File: config.mk
export PLATFORM = sky130hd
export DESIGN_NAME = rar_gcd
export DESIGN_NICKNAME = d
export VERILOG_FILES = /design/src/rtl/rar_gcd.sv
export VERILOG_INCLUDE_DIRS = /design/src /design/src/rtl
export SDC_FILE = /design/constraint.sdc
export NUM_CORES = 1
export LEC_CHECK = 0
export BUFFER_PORTS_ARGS = -buffer_cell sky130_fd_sc_hd__buf_2
export CAP_MARGIN = 20
export CORE_MARGIN = 8
export CORE_UTILIZATION = 45
export DETAILED_ROUTE_END_ITERATION = 8
export GPL_TIMING_DRIVEN = 0
export PLACE_DENSITY = 0.68
export SKIP_LAST_GASP = 1
export SLEW_MARGIN = 20
export SYNTH_ARGS = -nofsm -noshare
export SYNTH_HDL_FRONTEND = slang
export SYNTH_SLANG_ARGS = --single-unit
File: constraint.sdc
create_clock -name clk -period 5.3 [get_ports clk]
set_input_delay 1.06 -clock clk [delete_from_list [all_inputs] [get_ports clk]]
set_output_delay 1.06 -clock clk [all_outputs]
set_load 0.05 [all_outputs]
File: src/rtl/assert_macros.svh
// ----------------------------------------------------------------------------
// assert_macros.svh
// shared assertion macros for the fraction arithmetic block
// ----------------------------------------------------------------------------
`ifndef ASSERT_MACROS_SVH
`define ASSERT_MACROS_SVH

// same-cycle implication, off during reset
`define CHECK_IMPL(label, clk, rst, ante, cons) \
  label: assert property (@(posedge clk) disable iff (rst) (ante) |-> (cons)) \
    else $error("assertion failed");

// next-cycle implication, off during reset
`define CHECK_NEXT(label, clk, rst, ante, cons) \
  label: assert property (@(posedge clk) disable iff (rst) (ante) |=> (cons)) \
    else $error("assertion failed");

`endif

File: src/rtl/rar_gcd.sv
// ----------------------------------------------------------------------------
// rar_gcd
// binary gcd with one shift or subtract per cycle
// ----------------------------------------------------------------------------
`default_nettype none
`include "assert_macros.svh"

module rar_gcd #(
  parameter int WIDTH = 62
) (
  input  logic             clk,
  input  logic             rst,
  input  logic             start,
  input  logic [WIDTH-1:0] x,
  input  logic [WIDTH-1:0] y,
  output logic             done,
  output logic [WIDTH-1:0] result
);

  localparam int KW = (WIDTH > 1) ? $clog2(WIDTH) : 1;

  typedef enum logic [1:0] {G_IDLE, G_RUN, G_RESTORE} gcd_state_t;

  gcd_state_t       state;
  logic [WIDTH-1:0] u;
  logic [WIDTH-1:0] v;
  logic [KW-1:0]    k;
  logic [WIDTH:0]   diff_uv;
  logic [WIDTH:0]   diff_vu;

  assign diff_uv = {1'b0, u} - {1'b0, v};
  assign diff_vu = {1'b0, v} - {1'b0, u};
  assign result  = v;

  always_ff @(posedge clk) begin
    if (rst) begin
      state <= G_IDLE;
      done  <= 1'b0;
    end else begin
      done <= 1'b0;
      case (state)
        G_IDLE: begin
          if (start) begin
            u     <= x;
            v     <= y;
            k     <= '0;
            state <= G_RUN;
          end
        end
        G_RUN: begin
          if (u == '0) begin
            state <= G_RESTORE;
          end else if (!u[0] && !v[0]) begin
            // common factor of two
            u <= u >> 1;
            v <= v >> 1;
            k <= k + 1'b1;
          end else if (!u[0]) begin
            u <= u >> 1;
          end else if (!v[0]) begin
            v <= v >> 1;
          end else if (!diff_uv[WIDTH]) begin
            u <= {1'b0, diff_uv[WIDTH-1:1]};
          end else begin
            v <= {1'b0, diff_vu[WIDTH-1:1]};
          end
        end
        G_RESTORE: begin
          // put the common powers of two back
          if (k == '0) begin
            done  <= 1'b1;
            state <= G_IDLE;
          end else begin
            v <= v << 1;
            k <= k - 1'b1;
          end
        end
        default: state <= G_IDLE;
      endcase
    end
  end

  `CHECK_IMPL(a_gcd_nonzero, clk, rst, done, result != '0)

endmodule

`default_nettype wire

==> results.md <==
- Clk slew on worst S/H paths: 0.07 ns
- Layout cells sized above 1: 0.1342
- Largest net degree at the start of global routing: 28
- Total iterations of the first detailed-routing run: 6
- Register area: 0.003964 sq mm
- Port Buffer Count: 189
- Total number of H-tree levels: 4
- Iter 0 DRT Violations: 2,102
- Number of synthesized flops with an enable pin: 130
- Post-synthesis cell type count: 85
- Worst Skew: 0.01174 ns
- Fin. Hold Viols: 0
- Area grow syn2layout: 15.11%
- # fillers: 3,385
- CTS max path bufs: 2
- Critical path startpoint category: register
- Max-cap violations: 0
- Crit path max fanout: 27
- Leakage: 7.205 nW
- Initial Utilization: 0.4540
- Core Footprint: 0.03328 sq mm
- Avg WL per Cell: 28.59 um
- Relative slew slack: 0.1772
- Finished Cell Area: 0.01739 sq mm
- Final wirelength: 75.67 mm
- First-pass GRT wire length: 108.8 mm
- Power per cell area: 385.6 mW/mm^2
- Slew Viols, Final: 0
- Row Count: 67
- Top_reg_cell synth: edfxtp_1
- Vias in the first global route: 16.37k
- Synth Net Count: 2,229
- Gr ovfl total: 0
- Placed Instance Area: 0.01679 sq mm
- Clock root buffer: clkbuf_16
- Synth Register Bits: 133
- RSZ-0062 raised after global routing: no
- GRT Overall Usage: 0.3751
- CTS tree: built
- Clk_lat worst skew: 0.46 ns
- Fin worst setup slack: 0.2602 ns
- Detailed placement HPWL: 59.81 mm
- Die area: 0.03969 sq mm
- Drt drc: 0
- Vias per cell: 6.497
- Routed Antenna Nets: 0
- Seq/Total Area, Yosys: 0.2624
- CP endpoint kind: register
- Initial antenna violation count: 1
- Layout net count: 2,444
- Crit path kind: register to register
- Mean Syn Cell Area: 7.669 sq um
- CP required: 5.45 ns
- Footprint of the multi-input gates: 0.01001 sq mm
- Setup slack at placement: -0.07753 ns
- CTS buffer count: 17
- Final period utilization: 0.9509
- Worst-Margin Slew: 1.234 ns
- Final setup vio count: 0
- Worst hold path type: register to register
- Fin crit period: 5.040 ns
- CTS Sinks: 133
- Ys async rst share: 0
- IO Pins: 190
- Post-Syn Area: 0.01511 sq mm
- Status: complete, no violations
- Cells after Synth: 1,970
- Peak VDD IR: 0.2682 mV
- Die Ht: 199.2 um
- Arr. time, crit path: 5.19 ns
- Max Fclk: 0.1984 GHz
- GP Congestion: 1.045
- Power Total: 0.006706 W
- DIE WIDTH: 199.2 um
- Yosys warning count: 0
- Vias after detailed routing: 17.20k
## synth_stat cells (6+ instances only)
| cell type | count | area (sq um) |
|---|---|---|
| a211oi_1 | 23 | 172.7 |
| a21boi_0 | 9 | 67.56 |
| a21o_1 | 53 | 397.9 |
| a21oi_1 | 224 | 1121 |
| a221oi_1 | 16 | 140.1 |
| a22oi_1 | 32 | 240.2 |
| a2bb2oi_1 | 7 | 61.31 |
| a31oi_1 | 45 | 281.5 |
| a32oi_1 | 18 | 157.7 |
| a41oi_1 | 7 | 61.31 |
| and2_1 | 8 | 50.05 |
| buf_1 | 6 | 22.52 |
| buf_2 | 38 | 190.2 |
| clkbuf_1 | 83 | 311.6 |
| edfxtp_1 | 130 | 3904 |
| ha_1 | 129 | 1614 |
| inv_1 | 160 | 600.6 |
| mux2i_1 | 6 | 60.06 |
| nand2_1 | 153 | 574.3 |
| nand2b_1 | 14 | 87.58 |
| nand3_1 | 23 | 115.1 |
| nand4_1 | 42 | 262.8 |
| nor2_1 | 209 | 784.5 |
| nor2b_1 | 14 | 87.58 |
| nor3_1 | 26 | 130.1 |
| nor4_1 | 21 | 131.4 |
| o211ai_1 | 15 | 112.6 |
| o21a_1 | 20 | 150.1 |
| o21ai_0 | 168 | 840.8 |
| o21ai_1 | 12 | 60.06 |
| o21bai_1 | 35 | 262.8 |
| o221ai_1 | 10 | 87.58 |
| o31ai_1 | 9 | 67.56 |
| or3_1 | 8 | 50.05 |
| xnor2_1 | 69 | 604.3 |
| xor2_1 | 39 | 341.6 |
## final timing paths
| check | start | to | slack (ns) | depth (start not counted) |
|---|---|---|---|---|
| setup / recovery | result[0] | u[26] | 0.26 | 13 |
| hold / removal | state[0] | state[0] | 0.59 | 2 |
| setup reg to reg | result[0] | u[26] | 0.26 | 13 |
| hold reg to reg | state[0] | state[0] | 0.59 | 2 |
## stage by stage
step / instances / hold WS (ns) / util / setup TNS, ns
2_1_floorplan: 1970 / 0.5184 / - / 0
3_3_place_gp: 2607 / 0.5405 / 0.4994 / -228.43
3_5_place_dp: 2614 / 0.5732 / 0.5044 / -3.034
4_1_cts: 2646 / 0.5907 / 0.5222 / 0
5_1_grt: 2646 / 0.6059 / 0.5225 / 0
6_report: 2647 / 0.5910 / 0.5225 / 0
## worst max-delay path: stages, from the launching register on
cell and delay (ns):
edfxtp_1 0.60, nor2b_4 0.24, fa_1 0.38, nand2b_1 0.18, a21oi_1 0.22, a21oi_1 0.18
and3_1 0.28, a21oi_2 0.34, nor2b_1 0.20, o31a_2 0.43, nor3_4 0.42, buf_2 0.50
o31a_4 0.44, buf_12 0.25
## layer usage
metal	vias up	track usage	wire length, um
met5	-	0	13
met4	2	0.1919	4319
met3	215	0.07764	7727
met2	1064	0.5738	32710
met1	8301	0.4947	30900
li1	7616	-	-
## final cells by class
class | count | area share
plain buffers | 131 | 0.03194
diodes | 1 | 0.0001439
flip-flops and latches | 133 | 0.2279
well taps | 448 | 0.03223
clock inverters | 15 | 0.009281
clock buffers | 17 | 0.02446
repair buffers | 196 | 0.06317
multi-input cells | 1543 | 0.5757
inverters | 163 | 0.03518
## layout by cell type (no fill, tap or decap), types with 12 or more instances in the layout
master / instances
clkbuf_1: 82
xnor2_1: 69
a32oi_1: 18
inv_1: 160
a31oi_1: 44
ha_1: 129
clkbuf_16: 17
nand4_1: 42
nor2b_1: 14
edfxtp_1: 130
nor2_1: 208
nand2_1: 153
o21ai_0: 168
a211oi_1: 23
buf_2: 227
o21ai_1: 12
o21bai_1: 35
a22oi_1: 32
o21a_1: 20
nor3_1: 26
nand3_1: 23
o211ai_1: 15
nor4_1: 21
xor2_1: 39
a21oi_1: 224
a21o_1: 53
a221oi_1: 16
nand2b_1: 14
## repair_timing
item | in CTS | in global routing
hold endpoints to repair | 0 | 0
pin swaps | 0 | 0
endpoints found under the setup margin | 47 | 47
hold buffers | 0 | 0
buffers inserted | 0 | 0
resized for setup | 1 | 1
## cell families after synthesis
logic type	synth area share
compound gates	0.3188
buf+inv	0.07718
xor+xnor	0.06261
mux	0.005466
simple gates	0.1627
flops	0.2624
fa+ha+maj	0.1108
## sequential cells by signal, summed over array words and instances, names as in the netlist
| register | flops |
|---|---|
| u | 62 |
| done | 1 |
| result | 62 |
| state | 2 |
| k | 6 |
## power breakdown
part / internal [W] / switching (W)
clock: 0.000733 / 0.000537
sequential: 0.00137 / 0.000198
combinational: 0.00120 / 0.00267
total: 0.00330 / 0.00340
Note: power is estimated with default switching activity, not from simulation.
