--- src/rtl/assert_macros.svh ---
// ----------------------------------------------------------------------------
// assert_macros.svh
// shared assertion macros for the fraction arithmetic block
// ----------------------------------------------------------------------------
`ifndef ASSERT_MACROS_SVH
`define ASSERT_MACROS_SVH

// same-cycle implication, off during reset
`define CHECK_IMPL(label, clk, rst, ante, cons) \
  label: assert property (@(posedge clk) disable iff (rst) (ante) |-> (cons)) \
    else $error("assertion failed");

// next-cycle implication, off during reset
`define CHECK_NEXT(label, clk, rst, ante, cons) \
  label: assert property (@(posedge clk) disable iff (rst) (ante) |=> (cons)) \
    else $error("assertion failed");

`endif

--- src/rtl/rar_divider.sv ---
// ----------------------------------------------------------------------------
// rar_divider
// restoring unsigned divider, one quotient bit per cycle
// ----------------------------------------------------------------------------
`default_nettype none
`include "assert_macros.svh"

module rar_divider #(
  parameter int WIDTH = 62
) (
  input  logic             clk,
  input  logic             rst,
  input  logic             start,
  input  logic [WIDTH-1:0] dividend,
  input  logic [WIDTH-1:0] divisor,
  output logic             done,
  output logic [WIDTH-1:0] quotient,
  output logic [WIDTH-1:0] remainder
);

  localparam int CW = (WIDTH > 1) ? $clog2(WIDTH) : 1;

  logic             busy;
  logic [CW-1:0]    count;
  logic [WIDTH-1:0] dvs;
  logic [WIDTH:0]   trial;
  logic [WIDTH:0]   diff;

  // quotient register doubles as the dividend shift line
  assign trial = {remainder, quotient[WIDTH-1]};
  assign diff  = trial - {1'b0, dvs};

  always_ff @(posedge clk) begin
    if (rst) begin
      busy <= 1'b0;
      done <= 1'b0;
    end else begin
      done <= 1'b0;
      if (start) begin
        busy      <= 1'b1;
        count     <= CW'(WIDTH - 1);
        quotient  <= dividend;
        remainder <= '0;
        dvs       <= divisor;
      end else if (busy) begin
        if (diff[WIDTH]) begin
          remainder <= trial[WIDTH-1:0];
        end else begin
          remainder <= diff[WIDTH-1:0];
        end
        quotient <= {quotient[WIDTH-2:0], ~diff[WIDTH]};
        if (count == '0) begin
          busy <= 1'b0;
          done <= 1'b1;
        end else begin
          count <= count - 1'b1;
        end
      end
    end
  end

  `CHECK_IMPL(a_div_nonzero, clk, rst, start, divisor != '0)
  `CHECK_NEXT(a_div_busy, clk, rst, start, busy && !done)

endmodule

`default_nettype wire

--- config.mk ---
export PLATFORM = sky130hd
export DESIGN_NAME = rar_divider
export DESIGN_NICKNAME = d
export VERILOG_FILES = /design/src/rtl/rar_divider.sv
export VERILOG_INCLUDE_DIRS = /design/src /design/src/rtl
export SDC_FILE = /design/constraint.sdc
export NUM_CORES = 1
export LEC_CHECK = 0
export BUFFER_PORTS_ARGS = -buffer_cell sky130_fd_sc_hd__buf_2
export CAP_MARGIN = 5
export CELL_PAD_IN_SITES_DETAIL_PLACEMENT = 0
export CELL_PAD_IN_SITES_GLOBAL_PLACEMENT = 1
export CORE_UTILIZATION = 43
export CTS_CLUSTER_SIZE = 8
export DETAILED_ROUTE_END_ITERATION = 10
export GPL_ROUTABILITY_DRIVEN = 0
export HOLD_SLACK_MARGIN = 0.03
export PLACE_DENSITY = 0.88
export SLEW_MARGIN = 20
export SYNTH_ARGS = -nofsm -noshare
export SYNTH_HDL_FRONTEND = slang
export SYNTH_SLANG_ARGS = --single-unit
--- constraint.sdc ---
create_clock -name clk -period 8.5 [get_ports clk]
set_clock_uncertainty 0.2 [all_clocks]
set_input_delay 0 -clock clk [delete_from_list [all_inputs] [get_ports clk]]
set_output_delay 0 -clock clk [all_outputs]
set_load 0.1 [all_outputs]
==> results.cfg, run 1 <==
[clock_network]
root_buffer = clkbuf_16
clk_pin_slew_ns = 0.08
cts_tree = built
post_cts_buffers = 0
clk_latency_ns = 0.45
numCtsBuffers = 17
ctsHoldBuffers = 126
cts_resized = 0
h-tree-depth = 4
clock_path_buffers = 2
cts_sinks = 194

[synthesis]
syn_inst = 1056
ys.flop_type = edfxtp_1
synth_area_leader_cell = edfxtp_1
synth_top_cell_area_share = 0.499
ys_types = 63
synth-warning-count = 0
synth_edf_count = 192
ys_ff_latch = 194
synth.area.top_cells = edfxtp_1, ha_1, mux2_2, mux2i_1, nor2_1
async_flop_share = 0
synth_fp_nets = 1248
syn_area_sq_um = 11600
yosysSeqAreaShare = 0.502
syn_area_per_cell_sq_um = 11.0

[sta]
rsz0062_at_grt = false
hold_viol_final = 0
relSlewSlack = 0.356
finalMaxSlewViolations = 0
fmax_ghz = 0.255
fin_setup_tns_ns = 0
worst_slew_pin_slew_ns = 0.964
fin_crit_ns = 3.93
finalWorstSetupSlack_ns = 4.57
finalCritPeriodShare = 0.462
setup_violations = 0

[pwr]
p_switching_w = 0.00141
peakVddDrop_uv = 153
internal_power_w = 0.00199
p_leak_nw = 6.35
p_per_area_nw_per_um2 = 226
p_comb_frac = 0.395
p_sw_frac = 0.414
clockPowerShare = 0.246
sequentialPowerShare = 0.359
finalPower_w = 0.00339

[die]
io-pin-count = 252
fp.dieH_microns = 166
rows = 59
core_sq_um = 26200
die_w_microns = 166
start_util = 0.441
die-area_sq_um = 27600

[critical_path]
crit_required_ns = 8.58
end_kind = flip-flop
cp-start-kind = flip-flop
cp_num_buf_inv = 1
r2r_slack_ns = 4.57
worstPathCellList = ha_1 -> a21oi_1 -> o21ai_0 -> a21oi_1 -> o211ai_1 -> a221oi_1 -> o211ai_2 -> xor2_4 -> buf_4 -> and2_0 -> nand4_1 -> o211ai_1
crit_cells = 12
arrival_ns = 4.01
crit_fanout = 36
crit_type = flip-flop to flip-flop
worst_path_max_delay_cell = and2_0
slowest_delay_ns = 0.44
reg2reg_depth = 12
cp_top_family = compound AO/OA/AOI/OAI gates

[placement]
hpwl_microns = 22400
io_buffers = 251
pre_cts_slack_ns = 4.54
dpl.cell_count = 1604

[route]
wl_per_cell_microns = 17.8
drcViolationCount = 10
wl_microns = 31300
firstDrtPassIters = 8
ant_nets = 0
via_per_inst = 5.34
vias = 9401
drt_iter0_drc = 532

[job]
maxCapViolations = 0

[global_routing]
grt_max_degree = 66
antenna_found_initial = 0
grt_pass1_vias = 9610
grt_overflow_total = 0
grtUsageTotal = 0.231
grt_first_pass_wirelength_microns = 50300

[worst_hold_path]
hold_path_class = input port to flip-flop
min_path_cells = 2

[cells_and_area]
final_layout_size_suffix_gt1_frac = 0.261
nets = 1606
final_common_cell = buf_2
mostFrequentLayoutCells = buf_2, edfxtp_1, dlygate4sd3_1, nor2_1, inv_1
num_antenna_cells = 0
nFillCells = 2215
synthToLayoutAreaGrowth_pct = 29.6
finalNonFillerCells = 1762

[status]
status = finished with violations
violations = design-rule violations
==> final cells by class <==
cell class                 count  area, sq um  area share
sequential                   194         5810       0.387
multi-input combinational    738         5290       0.353
timing repair buffer         383         2560       0.171
clock buffer                  18          429      0.0286
tap                          335          419      0.0280
inverter                      80          300      0.0200
clock inverter                14          183      0.0122
==> worst paths after layout <==
path	startpoint	to
worst max register to register	remainder[16]$_SDFFCE_PP0P_	remainder[53]$_SDFFCE_PP0P_
worst min-delay path	divisor[51]	dvs[51]$_DFFE_PP_
worst min register to register	busy$_SDFF_PP0_	done$_SDFF_PP0_
worst max-delay path	remainder[16]$_SDFFCE_PP0P_	remainder[53]$_SDFFCE_PP0P_
==> metrics by stage <==
stage | utilization | cell area (sq um) | hold slack [ns]
final | 0.572 | 15000 | 0.0638
after global routing | 0.572 | 15000 | 0.0486
after floorplan | - | 11600 | -0.127
after detailed placement | 0.501 | 13100 | -0.0219
after CTS | 0.572 | 15000 | 0.0488
after global placement | 0.501 | 13100 | -0.0230
==> synth_stat cells, types with 9 or more instances <==
library cell  instances
a211oi_1              9
a21o_1               10
a21oi_1              78
a31oi_1               9
and3_1               13
buf_2                12
clkbuf_1             24
edfxtp_1            192
ha_1                 64
inv_1                80
mux2_2               61
mux2i_1              51
nand2_1              65
nand3_1              15
nand4_1              18
nor2_1              114
nor3_1               18
o21ai_0              44
o21ai_1              10
o21bai_1             10
xnor2_1              31
xor2_1               22
==> sequential cells by signal, summed over array words and instances (netlist names) <==
name / count
done: 1
quotient: 62
remainder: 62
count: 6
busy: 1
dvs: 62
==> power by group through the flow <==
stage	logic, W	clock network [W]	registers [W]
2_1_floorplan	0.000650	0	0.00163
3_3_place_gp	0.00128	0	0.00123
3_5_place_dp	0.00129	0	0.00124
4_1_cts	0.00134	0.000856	0.00122
5_1_grt	0.00144	0.000888	0.00123
6_report	0.00134	0.000835	0.00122
==> routing by layer <==
metal,up-vias,part of all wire,track usage,wire length [microns]
li1,4587,-,-,-
met2,318,0.50,0.405,15600
met5,-,0,0,0
met3,46,0.062,0.0536,1950
met4,0,0.023,0.0711,717
met1,4450,0.42,0.280,13000
==> cells by family (layout without fill, tap and decap cells) <==
logic type      count (synthesis)  count (layout)  synth area share
simple gates                  283             283             0.114
compound gates                225             225             0.126
flops                         194             194             0.502
buf+inv                       124             495            0.0437
mux                           112             112             0.104
fa+ha+maj                      65              65            0.0710
xor+xnor                       53              53            0.0401
Power figures use the tool's default switching activity.
==> run 2: changes to the inputs <==
ABC_AREA = 1   (was not set)
CORE_UTILIZATION = 37   (was 43)
PLACE_DENSITY = 0.85   (was 0.88)
clock period = 3.3 ns   (was 8.5 ns; I/O delays follow)
==> run 2 against run 1 <==
  * Largest cell class is now multi-input gates
  * The flow now finishes without violations
  * Sequential power grew to 2.5 times the previous value
  * Critical endpoint is now remainder[32]$_SDFFCE_PP0P_
  * Die area is 40% higher
  * Via count is 48% higher
  * Maximum frequency is 27% higher
  * Combinational power grew to 2.8 times the previous value
  * Sequential share of layout area is 6.5 points lower
  * Final cell count is 68% higher
==> results.cfg, run 2 <==
[status]
status = finished, final reports clean

[critical_path]
crit_required_ns = 3.32
end_kind = flip-flop
worstPathCellList = inv_1 -> ha_1 -> fa_1 -> inv_1 -> nand2_1 -> nand3_2 -> nand2_1 -> nand2_2 -> nand2_1 -> nand2_2 -> nand2_2 -> nand2_4 -> nand2_2 -> nand2_4 -> buf_4 -> nand2_1 -> nand2_1 -> nor2_1
cp_top_family = simple AND/OR/NAND/NOR gates
crit_type = flip-flop to flip-flop
worst_path_max_delay_cell = fa_1
rr_startpoint = quotient[61]$_DFFE_PP_
critPathLaunch = quotient[61]$_DFFE_PP_
slowest_delay_ns = 0.41
cp_num_buf_inv = 3
path_common_cell = nand2_1
arrival_ns = 3.11
crit_fanout = 18
cp-start-kind = flip-flop

[global_routing]
grt_pass1_vias = 13800
grt_max_degree = 67
grt_use_met2 = 0.401
use_met1 = 0.314
antenna_found_initial = 0
met3_usage = 0.0476
grt_overflow_total = 0
grt_first_pass_wirelength_microns = 72500
gr-max-usage-layer = met2
grtUsageTotal = 0.244

[die]
rows = 70
core_sq_um = 37000
fp.dieH_microns = 197
io-pin-count = 252
start_util = 0.379
die-area_sq_um = 38700
die_w_microns = 197

[synthesis]
synth_top_cell_area_share = 0.411
synthAdderAreaFrac = 0.0586
synth_edf_count = 192
synth_compound_area_frac = 0.0296
synth-warning-count = 0
synth_xor_area_frac = 0.0194
syn_area_per_cell_sq_um = 6.86
ys.flop_type = edfxtp_1
synth_fp_nets = 2235
ys_ff_latch = 194
synth_top_family_by_area = simple AND/OR/NAND/NOR gates
synth.mux.area_fraction = 0
syn_inst = 2043
yosysSeqAreaShare = 0.414
synth_area_leader_cell = edfxtp_1
synth_simple_gate_area_share = 0.353
synth.area.top_cells = edfxtp_1, nand2_1, inv_1, nor2_1, ha_1
syn_area_sq_um = 14000
ys_types = 33
netlist_top_cells_count = nand2_1, inv_1, nor2_1
async_flop_share = 0
yosysMostFrequentCell = nand2_1

[clock_network]
h-tree-depth = 4
numCtsBuffers = 17
root_buffer = clkbuf_16
post_cts_buffers = 0
clk_pin_slew_ns = 0.08
clk_latency_ns = 0.47
clock_path_buffers = 2
cts_tree = built
cts_sinks = 194

[route]
drt_iter0_drc = 961
drcViolationCount = 0
firstDrtPassIters = 6
wl_per_cell_microns = 15.6
ant_nets = 0
vias = 13900
wl_microns = 46400
via_per_inst = 4.69

[worst_hold_path]
hold_path_class = input port to flip-flop
min_from = divisor[51]

[placement]
io_buffers = 251
hpwl_microns = 35800

[cells_and_area]
largest_registers = dvs: 62 flops, quotient: 62 flops, remainder: 62 flops
final_util = 0.487
synthToLayoutAreaGrowth_pct = 28.4
num_antenna_cells = 0
nFillCells = 3784
nets = 2643
final_layout_size_suffix_gt1_frac = 0.143
final_common_cell = nand2_1
mostFrequentLayoutCells = nand2_1, inv_1, buf_2, nor2_1, edfxtp_1

[sta]
fin_crit_ns = 3.09
setup_violations = 0
worst_slew_pin_slew_ns = 0.818
relSlewSlack = 0.454
rsz0062_at_grt = false
finalMaxSlewViolations = 0
hold_viol_final = 0
fmax_ghz = 0.323
finalCritPeriodShare = 0.937

[pwr]
p_per_area_nw_per_um2 = 509
internal_power_w = 0.00516
peakVddDrop_uv = 387
sequentialPowerShare = 0.340
clockPowerShare = 0.244
finalPower_w = 0.00916
p_comb_frac = 0.416
p_sw_frac = 0.437
p_switching_w = 0.00400
p_leak_nw = 9.64

[job]
maxCapViolations = 0
## run 2: cell types whose count changed after synthesis, sizes merged, moves of 12 or more
cell,before,now
mux2i,51,0
xnor2,31,0
nand2,66,900
nand3,15,68
o21ai,54,7
a21oi,81,51
nor2,114,226
and3,13,1
inv,80,406
mux2,61,0
## run 2: per-stage QoR
| stage | TNS (ns) | instances | cell area [sq um] | hold slack [ns] | setup slack (ns) |
|---|---|---|---|---|---|
| after floorplan | -0.118 | 2043 | 14000 | -0.123 | -0.0196 |
| after global placement | 0 | 2790 | 15900 | -0.0241 | 0.227 |
| after detailed placement | 0 | 2790 | 15900 | -0.0219 | 0.121 |
| after CTS | 0 | 2967 | 18000 | 0.0309 | 0.0853 |
| after global routing | 0 | 2968 | 18000 | 0.0353 | 0.00991 |
| final | 0 | 2968 | 18000 | 0.0509 | 0.208 |
## run 2: power by group through the flow
stage          sequential [W]  clock [W]  combinational (W)
3_5_place_dp          0.00317          0            0.00362
4_1_cts               0.00312    0.00230            0.00377
6_report              0.00311    0.00224            0.00381
3_3_place_gp          0.00316          0            0.00361
5_1_grt               0.00314    0.00235            0.00418
2_1_floorplan         0.00412          0            0.00182
## run 2: final timing paths
path	end	cells past startpoint	slack, ns
max	remainder[32]$_SDFFCE_PP0P_	18	0.21
min	dvs[51]$_DFFE_PP_	2	0.05
max reg2reg	remainder[32]$_SDFFCE_PP0P_	18	0.21
min reg2reg	done$_SDFF_PP0_	2	0.30
## run 2: timing repair
| item | 4_1_cts | 5_1_grt |
|---|---|---|
| hold endpoints to repair | 190 | 0 |
| setup endpoints to repair | 0 | 32 |
| gates resized for setup | 0 | 1 |
| hold buffers | 145 | 0 |
## run 2: cell type report
class	instances	area (sq um)	area share
inverter	409	1540	0.0855
timing repair buffer	421	2920	0.162
clock inverter	14	169	0.00939
clock buffer	18	429	0.0239
multi-input combinational	1408	6500	0.361
tap	504	631	0.0350
sequential	194	5810	0.323
## run 2: cell families after synthesis
family                   after synthesis
flip-flops                           194
buffers and inverters                442
adder cells (fa/ha/maj)               65
AO/OA/AOI/OAI                         73
AND/OR/NAND/NOR                     1238
XOR/XNOR                              31
## run 2: worst reg2reg max path: cells and delay by family, from the launching register on
kind                     cells  cell delay (ns)
adder cells (fa/ha/maj)      2             0.63
buffers and inverters        3             0.45
flip-flops                   1             0.38
AND/OR/NAND/NOR             13             1.19
## run 2: routing by layer
metal | share of wire | vias up
li1 | - | 7020
met3 | 0.069 | 76
met2 | 0.46 | 480
met4 | 0.033 | 0
met1 | 0.44 | 6332
met5 | 0 | -
